`config.mk`:
```
export PLATFORM = sky130hd
export DESIGN_NAME = piecewise_linear_interpolator_top
export DESIGN_NICKNAME = d
export VERILOG_FILES = /design/src/rtl/pli_pkg.sv /design/src/rtl/pli_ram.sv /design/src/rtl/pli_ctrl.sv /design/src/rtl/pli_dp.sv /design/src/rtl/piecewise_linear_interpolator_top.sv
export SDC_FILE = /design/constraint.sdc
export NUM_CORES = 2
export LEC_CHECK = 0
export BUFFER_PORTS_ARGS = -buffer_cell sky130_fd_sc_hd__clkbuf_2
export CAP_MARGIN = 15
export CORE_UTILIZATION = 60
export CTS_CLUSTER_DIAMETER = 120
export DETAILED_ROUTE_END_ITERATION = 10
export PLACE_DENSITY = 0.78
export SLEW_MARGIN = 20
export SYNTH_ARGS = -nofsm -noshare
export SYNTH_HDL_FRONTEND = slang
export SYNTH_SLANG_ARGS = --single-unit
```
`constraint.sdc`:
```
create_clock -name clk -period 14.34 [get_ports clk]
set_input_delay 0.717 -clock clk [delete_from_list [all_inputs] [get_ports clk]]
set_output_delay 0.717 -clock clk [all_outputs]
set_load 0.05 [all_outputs]
```
`src/rtl/pli_pkg.sv`:
```
package pli_pkg;

    localparam int DEF_TABLE_DEPTH = 16;
    localparam int DEF_VALUE_WIDTH = 32;
    localparam int INDEX_W         = 4;
    localparam int COUNT_W         = 5;

    localparam logic MODE_LOAD  = 1'b0;
    localparam logic MODE_QUERY = 1'b1;

    typedef enum logic [3:0] {
        S_IDLE,
        S_CHK_LAST,
        S_CHK_FIRST,
        S_SCAN,
        S_PREP,
        S_MUL,
        S_DIV,
        S_FIN,
        S_DONE
    } pli_state_t;

    typedef struct packed {
        logic capture;
        logic res_rd;
        logic res_prev;
        logic save_prev;
        logic save_cur;
        logic mul_load;
        logic mul_step;
        logic div_step;
        logic finish;
    } pli_cmd_t;

    typedef struct packed {
        logic x_gt;
        logic x_lt;
        logic den_zero;
    } pli_stat_t;

endpackage

```
`src/rtl/pli_ram.sv`:
```
module pli_ram import pli_pkg::*; #(
    parameter int WIDTH = 2 * DEF_VALUE_WIDTH,
    parameter int DEPTH = DEF_TABLE_DEPTH
) (
    input  logic                     clk,
    input  logic                     we,
    input  logic [$clog2(DEPTH)-1:0] waddr,
    input  logic [WIDTH-1:0]         wdata,
    input  logic [$clog2(DEPTH)-1:0] raddr,
    output logic [WIDTH-1:0]         rdata
);

    logic [WIDTH-1:0] mem [DEPTH];
    logic [WIDTH-1:0] rdata_reg;

    always_ff @(posedge clk)
    begin
        if (we)
        begin
            mem[waddr] <= wdata;
        end
        rdata_reg <= mem[raddr];
    end

    assign rdata = rdata_reg;

endmodule

```
`src/rtl/pli_ctrl.sv`:
```
module pli_ctrl import pli_pkg::*; #(
    parameter int TABLE_DEPTH = DEF_TABLE_DEPTH,
    parameter int VALUE_WIDTH = DEF_VALUE_WIDTH
) (
    input  logic                           clk,
    input  logic                           rst_n,
    input  logic                           start,
    input  logic                           mode,
    input  logic                           cfg_valid,
    input  logic [COUNT_W-1:0]             points_used,
    input  pli_stat_t                      stat,
    output pli_cmd_t                       cmd,
    output logic [$clog2(TABLE_DEPTH)-1:0] raddr,
    output logic                           busy,
    output logic                           done
);

    localparam int IW = $clog2(TABLE_DEPTH);
    localparam int MW = VALUE_WIDTH + 1;
    localparam int PW = 2 * MW;
    localparam int CW = $clog2(PW);

    pli_state_t          state_reg, state_next;
    logic [IW-1:0]       idx_reg, idx_next;
    logic [CW-1:0]       cnt_reg, cnt_next;
    logic [COUNT_W-1:0]  points_used_reg;
    logic [IW-1:0]       last;

    // last used slot, with zero taken as one and saturation at the table size
    always_comb
    begin
        if (points_used_reg == '0)
        begin
            last = '0;
        end
        else if (32'(points_used_reg) > TABLE_DEPTH)
        begin
            last = IW'(TABLE_DEPTH - 1);
        end
        else
        begin
            last = IW'(points_used_reg - COUNT_W'(1));
        end
    end

    always_ff @(posedge clk or negedge rst_n)
    begin
        if (!rst_n)
        begin
            state_reg       <= S_IDLE;
            idx_reg         <= '0;
            cnt_reg         <= '0;
            points_used_reg <= COUNT_W'(1);
        end
        else
        begin
            state_reg <= state_next;
            idx_reg   <= idx_next;
            cnt_reg   <= cnt_next;
            if (cfg_valid)
            begin
                points_used_reg <= points_used;
            end
        end
    end

    always_comb
    begin
        state_next = state_reg;
        idx_next   = idx_reg;
        cnt_next   = cnt_reg;
        cmd        = '0;
        raddr      = last;
        case (state_reg)
            S_IDLE:
            begin
                raddr = '0;
                if (start && mode == MODE_QUERY)
                begin
                    cmd.capture = 1'b1;
                    state_next  = S_CHK_FIRST;
                end
            end
            S_CHK_FIRST:
            begin
                raddr = last;
                if (stat.x_lt)
                begin
                    cmd.res_rd = 1'b1;
                    state_next = S_DONE;
                end
                else
                begin
                    cmd.save_prev = 1'b1;
                    state_next    = S_CHK_LAST;
                end
            end
            S_CHK_LAST:
            begin
                raddr    = IW'(1);
                idx_next = IW'(1);
                if (stat.x_gt || last == '0)
                begin
                    cmd.res_rd = 1'b1;
                    state_next = S_DONE;
                end
                else
                begin
                    state_next = S_SCAN;
                end
            end
            S_SCAN:
            begin
                raddr = idx_reg + IW'(1);
                if (stat.x_lt)
                begin
                    cmd.save_cur = 1'b1;
                    state_next   = S_PREP;
                end
                else if (idx_reg == last)
                begin
                    cmd.res_rd = 1'b1;
                    state_next = S_DONE;
                end
                else
                begin
                    cmd.save_prev = 1'b1;
                    idx_next      = idx_reg + IW'(1);
                end
            end
            S_PREP:
            begin
                if (stat.den_zero)
                begin
                    cmd.res_prev = 1'b1;
                    state_next   = S_DONE;
                end
                else
                begin
                    cmd.mul_load = 1'b1;
                    cnt_next     = '0;
                    state_next   = S_MUL;
                end
            end
            S_MUL:
            begin
                cmd.mul_step = 1'b1;
                if (cnt_reg == CW'(MW - 1))
                begin
                    cnt_next   = '0;
                    state_next = S_DIV;
                end
                else
                begin
                    cnt_next = cnt_reg + CW'(1);
                end
            end
            S_DIV:
            begin
                cmd.div_step = 1'b1;
                if (cnt_reg == CW'(PW - 1))
                begin
                    state_next = S_FIN;
                end
                else
                begin
                    cnt_next = cnt_reg + CW'(1);
                end
            end
            S_FIN:
            begin
                cmd.finish = 1'b1;
                state_next = S_DONE;
            end
            S_DONE:
            begin
                state_next = S_IDLE;
            end
            default:
            begin
                state_next = S_IDLE;
            end
        endcase
    end

    assign busy = (state_reg != S_IDLE);
    assign done = (state_reg == S_DONE);

endmodule

```
`src/rtl/pli_dp.sv`:
```
module pli_dp import pli_pkg::*; #(
    parameter int VALUE_WIDTH = DEF_VALUE_WIDTH
) (
    input  logic                          clk,
    input  pli_cmd_t                      cmd,
    output pli_stat_t                     stat,
    input  logic signed [VALUE_WIDTH-1:0] x_value,
    input  logic [2*VALUE_WIDTH-1:0]      rd_data,
    output logic signed [VALUE_WIDTH-1:0] y_result
);

    localparam int VW = VALUE_WIDTH;
    localparam int MW = VW + 1;
    localparam int PW = 2 * MW;

    localparam logic signed [MW+1:0] RES_MAX = {4'b0000, {(VW-1){1'b1}}};
    localparam logic signed [MW+1:0] RES_MIN = {4'b1111, {(VW-1){1'b0}}};

    logic signed [VW-1:0] x_reg;
    logic signed [VW-1:0] prev_x_reg, prev_y_reg, cur_x_reg, cur_y_reg;
    logic signed [VW-1:0] res_reg;
    logic [MW-1:0]        mcand_reg, mplier_reg, den_reg, rem_reg;
    logic [PW-1:0]        quo_reg;
    logic                 neg_reg;

    logic signed [VW-1:0] rd_x, rd_y;
    logic signed [MW-1:0] dx, dy, den;
    logic [MW-1:0]        dx_mag, dy_mag, den_mag;
    logic [PW-1:0]        mul_sum;
    logic [MW:0]          rem_sh;
    logic [MW+1:0]        rem_diff;
    logic [MW:0]          q_cap;
    logic signed [MW+1:0] y_ext, q_ext, r_sum;
    logic signed [VW-1:0] r_sat;

    assign rd_x = signed'(rd_data[2*VW-1:VW]);
    assign rd_y = signed'(rd_data[VW-1:0]);

    assign stat.x_gt     = (x_reg > rd_x);
    assign stat.x_lt     = (x_reg < rd_x);
    assign stat.den_zero = (den == '0);

    // segment differences, one bit wider than the values
    assign dx  = {x_reg[VW-1], x_reg} - {prev_x_reg[VW-1], prev_x_reg};
    assign dy  = {cur_y_reg[VW-1], cur_y_reg} - {prev_y_reg[VW-1], prev_y_reg};
    assign den = {cur_x_reg[VW-1], cur_x_reg} - {prev_x_reg[VW-1], prev_x_reg};

    assign dx_mag  = dx[MW-1]  ? (~dx + 1'b1)  : dx;
    assign dy_mag  = dy[MW-1]  ? (~dy + 1'b1)  : dy;
    assign den_mag = den[MW-1] ? (~den + 1'b1) : den;

    // shift-add multiply, msb of the multiplier first
    assign mul_sum = {quo_reg[PW-2:0], 1'b0}
                   + (mplier_reg[MW-1] ? {{MW{1'b0}}, mcand_reg} : {PW{1'b0}});

    // restoring divide, one quotient bit a cycle
    assign rem_sh   = {rem_reg, quo_reg[PW-1]};
    assign rem_diff = {1'b0, rem_sh} - {2'b00, den_reg};

    // any quotient beyond the value range saturates the same way
    assign q_cap = (quo_reg[PW-1:MW] != '0) ? {1'b1, {MW{1'b0}}}
                                            : {1'b0, quo_reg[MW-1:0]};
    assign y_ext = {{3{prev_y_reg[VW-1]}}, prev_y_reg};
    assign q_ext = signed'({1'b0, q_cap});
    assign r_sum = neg_reg ? (y_ext - q_ext) : (y_ext + q_ext);

    always_comb
    begin
        if (r_sum > RES_MAX)
        begin
            r_sat = {1'b0, {(VW-1){1'b1}}};
        end
        else if (r_sum < RES_MIN)
        begin
            r_sat = {1'b1, {(VW-1){1'b0}}};
        end
        else
        begin
            r_sat = r_sum[VW-1:0];
        end
    end

    always_ff @(posedge clk)
    begin
        if (cmd.capture)
        begin
            x_reg <= x_value;
        end
        if (cmd.save_prev)
        begin
            prev_x_reg <= rd_x;
            prev_y_reg <= rd_y;
        end
        if (cmd.save_cur)
        begin
            cur_x_reg <= rd_x;
            cur_y_reg <= rd_y;
        end
        if (cmd.mul_load)
        begin
            mcand_reg  <= dx_mag;
            mplier_reg <= dy_mag;
            den_reg    <= den_mag;
            neg_reg    <= dx[MW-1] ^ dy[MW-1] ^ den[MW-1];
            quo_reg    <= '0;
            rem_reg    <= '0;
        end
        else if (cmd.mul_step)
        begin
            quo_reg    <= mul_sum;
            mplier_reg <= {mplier_reg[MW-2:0], 1'b0};
        end
        else if (cmd.div_step)
        begin
            if (!rem_diff[MW+1])
            begin
                rem_reg <= rem_diff[MW-1:0];
                quo_reg <= {quo_reg[PW-2:0], 1'b1};
            end
            else
            begin
                rem_reg <= rem_sh[MW-1:0];
                quo_reg <= {quo_reg[PW-2:0], 1'b0};
            end
        end
        if (cmd.res_rd)
        begin
            res_reg <= rd_y;
        end
        else if (cmd.res_prev)
        begin
            res_reg <= prev_y_reg;
        end
        else if (cmd.finish)
        begin
            res_reg <= r_sat;
        end
    end

    assign y_result = res_reg;

endmodule

```
`src/rtl/piecewise_linear_interpolator_top.sv`:
```
// piecewise linear interpolator over a table of (x, y) breakpoints, signed Q16.16
//
// command channel: an item is taken when start is high and busy is low.
// mode low loads x_value/y_value into slot point_index (slots beyond the table
// are dropped); a load takes effect at once and gives no result, busy stays low.
// mode high queries y at x_value; busy rises until the result is out.
// result: y_result is valid for the single cycle in which done is high.
// the receiver cannot stall, so nothing holds the result back.
// config: points_used is written when cfg_valid is high; cfg_ready is always high.
// write it only while busy is low.
// query steps: a query returns a table y when x is below the first x, above the last
// used x, or clamped in the scan of k entries; an interpolated query scans k
// entries (one table read a cycle), then runs a one-bit-a-cycle multiply of
// VALUE_WIDTH+1 steps and a one-bit-a-cycle divide of 2*VALUE_WIDTH+2 steps.
// the next item is taken in the cycle after done.
// reset: control and points_used (to 1) clear; table contents are undefined
// until written.
module piecewise_linear_interpolator_top import pli_pkg::*; #(
    parameter int TABLE_DEPTH = DEF_TABLE_DEPTH,
    parameter int VALUE_WIDTH = DEF_VALUE_WIDTH
) (
    input  logic                          clk,
    input  logic                          rst_n,
    input  logic                          start,
    output logic                          busy,
    input  logic                          mode,
    input  logic [INDEX_W-1:0]            point_index,
    input  logic signed [VALUE_WIDTH-1:0] x_value,
    input  logic signed [VALUE_WIDTH-1:0] y_value,
    output logic                          done,
    output logic signed [VALUE_WIDTH-1:0] y_result,
    input  logic                          cfg_valid,
    output logic                          cfg_ready,
    input  logic [COUNT_W-1:0]            points_used
);

    localparam int IW = $clog2(TABLE_DEPTH);

    pli_cmd_t                 cmd;
    pli_stat_t                stat;
    logic [IW-1:0]            raddr;
    logic [2*VALUE_WIDTH-1:0] rd_data;
    logic                     we;

    assign cfg_ready = 1'b1;
    assign we = start && !busy && mode == MODE_LOAD && 32'(point_index) < TABLE_DEPTH;

    pli_ram #(
        .WIDTH (2 * VALUE_WIDTH),
        .DEPTH (TABLE_DEPTH)
    ) u_table (
        .clk   (clk),
        .we    (we),
        .waddr (IW'(point_index)),
        .wdata ({x_value, y_value}),
        .raddr (raddr),
        .rdata (rd_data)
    );

    pli_ctrl #(
        .TABLE_DEPTH (TABLE_DEPTH),
        .VALUE_WIDTH (VALUE_WIDTH)
    ) u_ctrl (
        .clk         (clk),
        .rst_n       (rst_n),
        .start       (start),
        .mode        (mode),
        .cfg_valid   (cfg_valid),
        .points_used (points_used),
        .stat        (stat),
        .cmd         (cmd),
        .raddr       (raddr),
        .busy        (busy),
        .done        (done)
    );

    pli_dp #(
        .VALUE_WIDTH (VALUE_WIDTH)
    ) u_dp (
        .clk      (clk),
        .cmd      (cmd),
        .stat     (stat),
        .x_value  (x_value),
        .rd_data  (rd_data),
        .y_result (y_result)
    );

    a_done_busy: assert property (@(posedge clk) disable iff (!rst_n)
        done |-> busy)
        else $error("result word outside a query");

    a_done_idle: assert property (@(posedge clk) disable iff (!rst_n)
        done |=> !busy)
        else $error("query did not end after its result word");

    a_query_busy: assert property (@(posedge clk) disable iff (!rst_n)
        (start && !busy && mode == MODE_QUERY) |=> busy)
        else $error("query word taken without going busy");

    a_load_free: assert property (@(posedge clk) disable iff (!rst_n)
        (start && !busy && mode == MODE_LOAD) |=> !busy)
        else $error("load word made the block busy");

endmodule

```
======== Yosys cells after proc, flatten, opt, wreduce, memory -nomap -nowiden ========
Memories as Yosys holds them, arrays and structs flattened. A register that Yosys moved wholly into a read port is not among the register bits.
Index checks and enable logic that the tools add are counted.
storage, ports and cells
  logic and storage cells ................. 140
  bits in registers ....................... 411
  input bits .............................. 78
  memories kept ........................... 1
  RAM bits ................................ 1,024
memory list
  memory       depth  width  rd ports  clocked after memory_dff  wr ports  RTL line       text
  u_table.mem  16     64     1         1                         1         pli_ram.sv:13  logic [WIDTH-1:0] mem [DEPTH];
operators by class
  bitwise gates (word level) .............. 7
  mux-type cells .......................... 57
  reductions and logical operators ........ 20
  eq/ne operators ......................... 19
  magnitude comparators ................... 5
  add/subtract/negate cells ............... 13
operators with widths
  operator                                              count
  two-way mux 32 bit                                    7
  two-way mux 33 bit                                    5
  two-way mux 66 bit                                    2
  adder 33 x 1 -> 33 bit, second input constant         3
  inverter 33 bit                                       3
  subtractor 32 x 32 -> 33 bit                          3
  adder 66 x 33 -> 66 bit                               1
  two-way mux 4 bit                                     12
  adder 32 x 35 -> 35 bit                               1
  > comparator 35 x 32 -> 1 bit, second input constant  1
  < comparator 35 x 32 -> 1 bit, second input constant  1
  two-way mux 35 bit                                    1
  subtractor 32 x 35 -> 35 bit                          1
  subtractor 34 x 33 -> 35 bit                          1
  two-way mux 34 bit                                    1
  logical NOT 33 bit                                    1
  nonzero test 33 bit                                   1
  > comparator 32 bit                                   1
  < comparator 32 bit                                   1
  case mux 4 bit (8 select lines)                       1
  two-way mux 7 bit                                     3
  case mux 7 bit (3 select lines)                       1
  two-way mux 1 bit                                     20
  == test 4 x 3 -> 1 bit, second input constant         4
  30 further kinds                                      45

======== Logic depth before layout (Yosys ltp) ========
  word-level depth ........................ 10
  depth in mapped cells ................... 26

======== Hierarchy ========
From an unflattened synthesis, not the netlist that was laid out.
second synthesis, totals
  cell total of the unflattened synthesis .. 5,115
  area total of the unflattened synthesis .. 70,457.6 µm²
by module, submodules not included
  module                             sequential area each (µm²)  cells an instance  times used  area an instance (µm²)
  pli_ram                            32,030.7                    1,647              1           39,583.0
  pli_dp                             10,750.3                    3,265              1           29,246.8
  pli_ctrl                           501.7                       200                1           1,604.0
  piecewise_linear_interpolator_top  0.0                         3                  1           23.8

======== Worst setup path after synthesis ========
Ideal clock, no wire load.
  path type ............................... flip-flop to flip-flop
  start point ............................. register u_dp.cur_x_reg[0]
  end point ............................... register u_dp.res_reg[0] (netlist: u_dp.y_result[0]), enable pin
  buffers on the path ..................... 0
  data arrival time ....................... 6,253 ps
  library setup time ...................... 466 ps
  setup slack ............................. 7,621 ps
  stages on the path, launching flop included .. 20
  clock period less this slack ............ 6,719 ps
  path through ............................ edfxtp_1 > inv_1 > ha_1 > inv_1 > fa_1 > a21o_1 > a22oi_1 > a21oi_1 > xor2_1 > or4_1 > a2111oi_4 > nand4_1 > nor2_1 > nand4b_1 > nor4b_1 > ha_1 > nand2b_1 > nor2_1 > a21oi_1 > o21ai_0
between the ends
  cells in the longest elaborated chain, start to end .. 5
RTL lines
  item                                 RTL line         text
  start, declared                      pli_dp.sv:20     logic signed [VW-1:0] prev_x_reg, prev_y_reg, cur_x_reg, cur_y_reg;
  start signal, assigned               pli_dp.sv:96     cur_x_reg <= rd_x;
  subtractor 32 x 32 -> 33 bit         pli_dp.sv:46     assign den = {cur_x_reg[VW-1], cur_x_reg} - {prev_x_reg[VW-1], prev_x_reg};
  logical NOT 33 bit                   pli_dp.sv:41     assign stat.den_zero = (den == '0);
  two-way mux 1 bit                    pli_ctrl.sv:133  if (stat.den_zero)
  two-way mux 1 bit                    pli_ctrl.sv:74   case (state_reg)
  nonzero test 3 bit (no source line)  --
  end signal, assigned                 pli_dp.sv:128    res_reg <= rd_y;
  end signal, assigned                 pli_dp.sv:132    res_reg <= prev_y_reg;
  end signal, assigned                 pli_dp.sv:136    res_reg <= r_sat;
  end, declared                        pli_dp.sv:21     logic signed [VW-1:0] res_reg;
No other way between the ends.
A chain may end at the register's enable or synchronous reset.

======== Final worst setup path ========
  start point ............................. register u_dp.quo_reg[33]
  end point ............................... register u_dp.res_reg[0] (netlist: u_dp.y_result[0]) (data pin)
between the ends
  cells in the longest elaborated chain, start to end .. 10
  elaborated cells between the ends (all ways) .. 12
  those cells by class .................... 2 x add/sub; 2 x order compare; 7 x mux; 1 x reduce/logical
RTL lines
  item                                                                            RTL line       text
  start, declared                                                                 pli_dp.sv:23   logic [PW-1:0] quo_reg;
  start signal, assigned                                                          pli_dp.sv:110  quo_reg <= mul_sum;
  start signal, assigned                                                          pli_dp.sv:118  quo_reg <= {quo_reg[PW-2:0], 1'b1};
  start signal, assigned                                                          pli_dp.sv:123  quo_reg <= {quo_reg[PW-2:0], 1'b0};
  nonzero test 33 bit (*)                                                         pli_dp.sv:61   assign q_cap = (quo_reg[PW-1:MW] != '0) ? {1'b1, {MW{1'b0}}}
  two-way mux 34 bit (*)                                                          pli_dp.sv:61
  adder 32 x 35 -> 35 bit / subtractor 32 x 35 -> 35 bit (equally long branches)  pli_dp.sv:65   assign r_sum = neg_reg ? (y_ext - q_ext) : (y_ext + q_ext);
  two-way mux 35 bit (*)                                                          pli_dp.sv:65
  < comparator 35 x 32 -> 1 bit                                                   pli_dp.sv:73   else if (r_sum < RES_MIN)
  two-way mux 32 bit                                                              pli_dp.sv:73
  two-way mux 32 bit (*)                                                          pli_dp.sv:69   if (r_sum > RES_MAX)
  two-way mux 32 bit (*)                                                          pli_dp.sv:134  else if (cmd.finish)
  two-way mux 32 bit (*)                                                          pli_dp.sv:130  else if (cmd.res_prev)
  two-way mux 32 bit (*)                                                          pli_dp.sv:126  if (cmd.res_rd)
Every way passes the cells marked *; elsewhere a longest branch is shown, timed or not. The select of a mux whose other input is x is not followed.

==> metrics.txt <==
status=finished clean; P&R area growth vs syn=10.1%; Routed WL per cell=roughly 23 um; final hold vios=0; R2R cell count=22; Worst Tran Pin Value=1.12 ns; Worst Setup Start Kind=flop; share of the synthesized area in the top cell type=54.9%; Starting Density=60.8%; Clock transition at path regs=about 0.060 ns; mean post-synth cell area=between 10 and 15 um2; clock buffer depth=3; clk sinks=between 1,000 and 1,500; post-route ant nets=0; Synth warnings=0; Layout Utilization=between 60% and 70%; total CTS buffers=151; total congestion overflow=0; number of flip-flops in the largest register=~1,000; clock skew=between 0.02 and 0.03 ns; VDD IR-drop max=218 uV; Synth Register Bits=about 1,500; drt pass-1 iters=6; crit path DAT=7.44 ns; CP Cell Sequence=nor4_1, nand4_1, nor3_2, buf_4, nand2_1, ha_1, nor2_1, nor2_1, a31oi_1, o21ai_0, ha_1, o211a_1, o31ai_1, a211oi_1, a221oi_1, o21ai_0, nand4_1, a21oi_1, and4b_1, nor2_2, a2111oi_0, a221o_1; DRC=0; CP peak stage delay=around 0.68 ns; largest fanout on the critical path=36; Synth Flop Type=edfxtp_1; largest net degree at the start of global routing=205; synthesized netlist net count=6,228; min Tclk post-route=6.91 ns; worst-skew pair later-pin latency=slightly below 0.8 ns; Die Height=roughly 350 um; Leak Pwr=28.1 nW; Ports=around 110; vias per cell=about 6.3; initial antenna violation count=9; Buf+Inv Stages, Crit Path=1; setup violators final=0; fin crit share=around half; DP Worst Slack=7.61 ns; r2r startpoint=u_dp.quo_reg[33]$_SDFFE_PP0P_; number of flops mapped to enable cells by yosys=between 1,000 and 1,500; count of different cell masters after synthesis=100; top cell family by delay on the critical path=compound AO/OA/AOI/OAI gates; Max-Cap Viols=0; Starting DRT DRC Count=roughly 4,800; RSZ-0062 raised after global routing=false; Die Wd=between 300 and 400 um; critical path startpoint=u_dp.quo_reg[33]$_SDFFE_PP0P_; Final Slew Violations=0; post-DP HPWL=approximately 110,000 um; Core Region=around 120,000 um2; FP Rows=about 130; CTS tree=yes; Fin Setup TNS=0 ns; global-route wire length before repair=~260,000 um; critical path's slowest cell=nor2_2; CP Capture Type=flop; IO buf count=111; Worst Hold Launch=points_used[1]; HP Class=input pin to flop; vias in the first global route=between 40,000 and 50,000; fmax=0.145 GHz; area leader, netlist=edfxtp_1; routed wire length=approximately 170,000 um; critical path data required time=~15 ns; setup ws final=about 7.4 ns; relative slew slack=about a quarter; ranking of synthesized cells by area=edfxtp_1, a211oi_1, dfxtp_1; crit path kind=flop to flop; Syn Inst Count=approximately 5,900; Cell Area, Synth=just over 70,000 um2; reg2reg setup slack=around 7.4 ns; fin nets=between 6,000 and 7,000; Global Route Usage Sum=about 28%; die area=about 120,000 um2; Worst Hold Path Cells=3; fraction of the yosys area taken by sequential cells=about three fifths; Via Count=between 40,000 and 50,000; share of cells above drive strength 1=8.09%; GPL Wtd Cong=between 0.9 and 1; worst-case hold path end point=u_ctrl.points_used_reg[1]$_DFFE_PN0P_; Synth async-reset ratio=about 1.3%; CTS HTree Levels=4; RR Endpoint=u_dp.y_result[0]$_DFFE_PP_; PwrDens=about 220 nW/um2; CTS root buf=clkbuf_16
-- power breakdown --
part | switching [mW] | internal [mW] | total (mW)
registers | 0.497 | 5.52 | 6.02
clock network | 1.71 | 2.30 | 4.01
logic | 4.66 | 2.57 | 7.23
-- cells in the mapped netlist, types with 79 or more instances --
| library cell | n |
|---|---|
| o21ai_0 | 260 |
| inv_1 | 215 |
| xor2_1 | 102 |
| clkbuf_1 | 277 |
| a21o_1 | 86 |
| a211oi_1 | 480 |
| a21oi_1 | 578 |
| nor2_1 | 205 |
| dfxtp_1 | 163 |
| nor2b_1 | 291 |
| mux2i_1 | 274 |
| nor3_1 | 79 |
| xnor2_1 | 202 |
| edfxtp_1 | 1316 |
| ha_1 | 237 |
| nand2_1 | 311 |
| nand3_1 | 79 |
-- worst min-delay path: stages --
cell	delay, ns
clkbuf_2	0.08
nand2_1	0.04
o21ai_0	0.06
-- cell usage in the layout, fill, tap and decap left out, types with 17 or more instances in the layout --
| cell type | n |
|---|---|
| a211oi_1 | 479 |
| a21o_1 | 86 |
| a21oi_1 | 575 |
| a22o_1 | 24 |
| a22oi_1 | 35 |
| a31oi_1 | 37 |
| and2_1 | 53 |
| and3_1 | 33 |
| buf_4 | 53 |
| clkbuf_1 | 41 |
| clkbuf_16 | 152 |
| clkbuf_2 | 111 |
| clkinv_2 | 27 |
| dfrtp_1 | 19 |
| dfxtp_1 | 163 |
| edfxtp_1 | 1316 |
| ha_1 | 237 |
| inv_1 | 214 |
| mux2i_1 | 274 |
| nand2_1 | 311 |
| nand2b_1 | 28 |
| nand3_1 | 79 |
| nand4_1 | 33 |
| nor2_1 | 186 |
| nor2b_1 | 291 |
| nor3_1 | 74 |
| nor4_1 | 36 |
| o211ai_1 | 29 |
| o21a_1 | 39 |
| o21ai_0 | 258 |
| o21bai_1 | 31 |
| o31ai_1 | 20 |
| or2_2 | 17 |
| or3_1 | 27 |
| xnor2_1 | 202 |
| xor2_1 | 102 |
-- worst max path at each step --
stage	slack, ns	to	cells past startpoint
4_1_cts	7.58	u_dp.y_result[0]$_DFFE_PP_	21
5_1_grt	6.84	u_dp.y_result[10]$_DFFE_PP_	22
6_report	7.43	u_dp.y_result[0]$_DFFE_PP_	22
2_1_floorplan	7.62	u_dp.y_result[0]$_DFFE_PP_	19
3_5_place_dp	7.61	u_dp.y_result[1]$_DFFE_PP_	21
3_3_place_gp	7.75	u_dp.y_result[1]$_DFFE_PP_	22
-- through the flow --
stage	hold slack (ns)	cells	instance area, um2	total power [mW]
final	0.147	7649	79200	17.3
after floorplan	0.421	5907	72000	11.3
after CTS	0.120	7646	79200	17.2
after global routing	0.168	7648	79200	18.2
after global placement	0.440	7359	74000	13.0
after detailed placement	0.450	7361	74100	13.2
-- timing repair --
action,4_1_cts,5_1_grt
setup buffers,0,0
endpoints found under the hold margin,19,0
hold buffers,1,0
resized for setup,0,0
-- layer usage --
layer,vias up,track usage (%),share of wire (%)
li1,22500,-,-
met1,23500,40.5,44
met2,1655,44.5,47
met3,284,3.99,6.8
met4,10,8.23,2.3
met5,-,0,0.037
-- area by class of cell --
cell class              instances  area, um2
flip-flops and latches       1499      43300
multi-input cells            3874      26900
repair buffers                174       1130
fillers                      8387      39200
diodes                          2       5.00
inverters                     216        813
well taps                    1600       2000
clock inverters                77        947
clock buffers                 207       4150
-- cell families (layout without fill, tap and decap cells) --
family          count (synthesis)  in the layout  share of synthesized area [%]
flops                        1499           1499                           60.2
xor+xnor                      305            305                           3.72
fa+ha+maj                     244            244                           4.30
mux                           282            282                           3.94
simple gates                 1271           1271                           9.29
buf+inv                       534            674                           2.81
other cells                     1              3                        0.00521
compound gates               1771           1771                           15.8
Note: power is estimated with default switching activity, not from simulation.
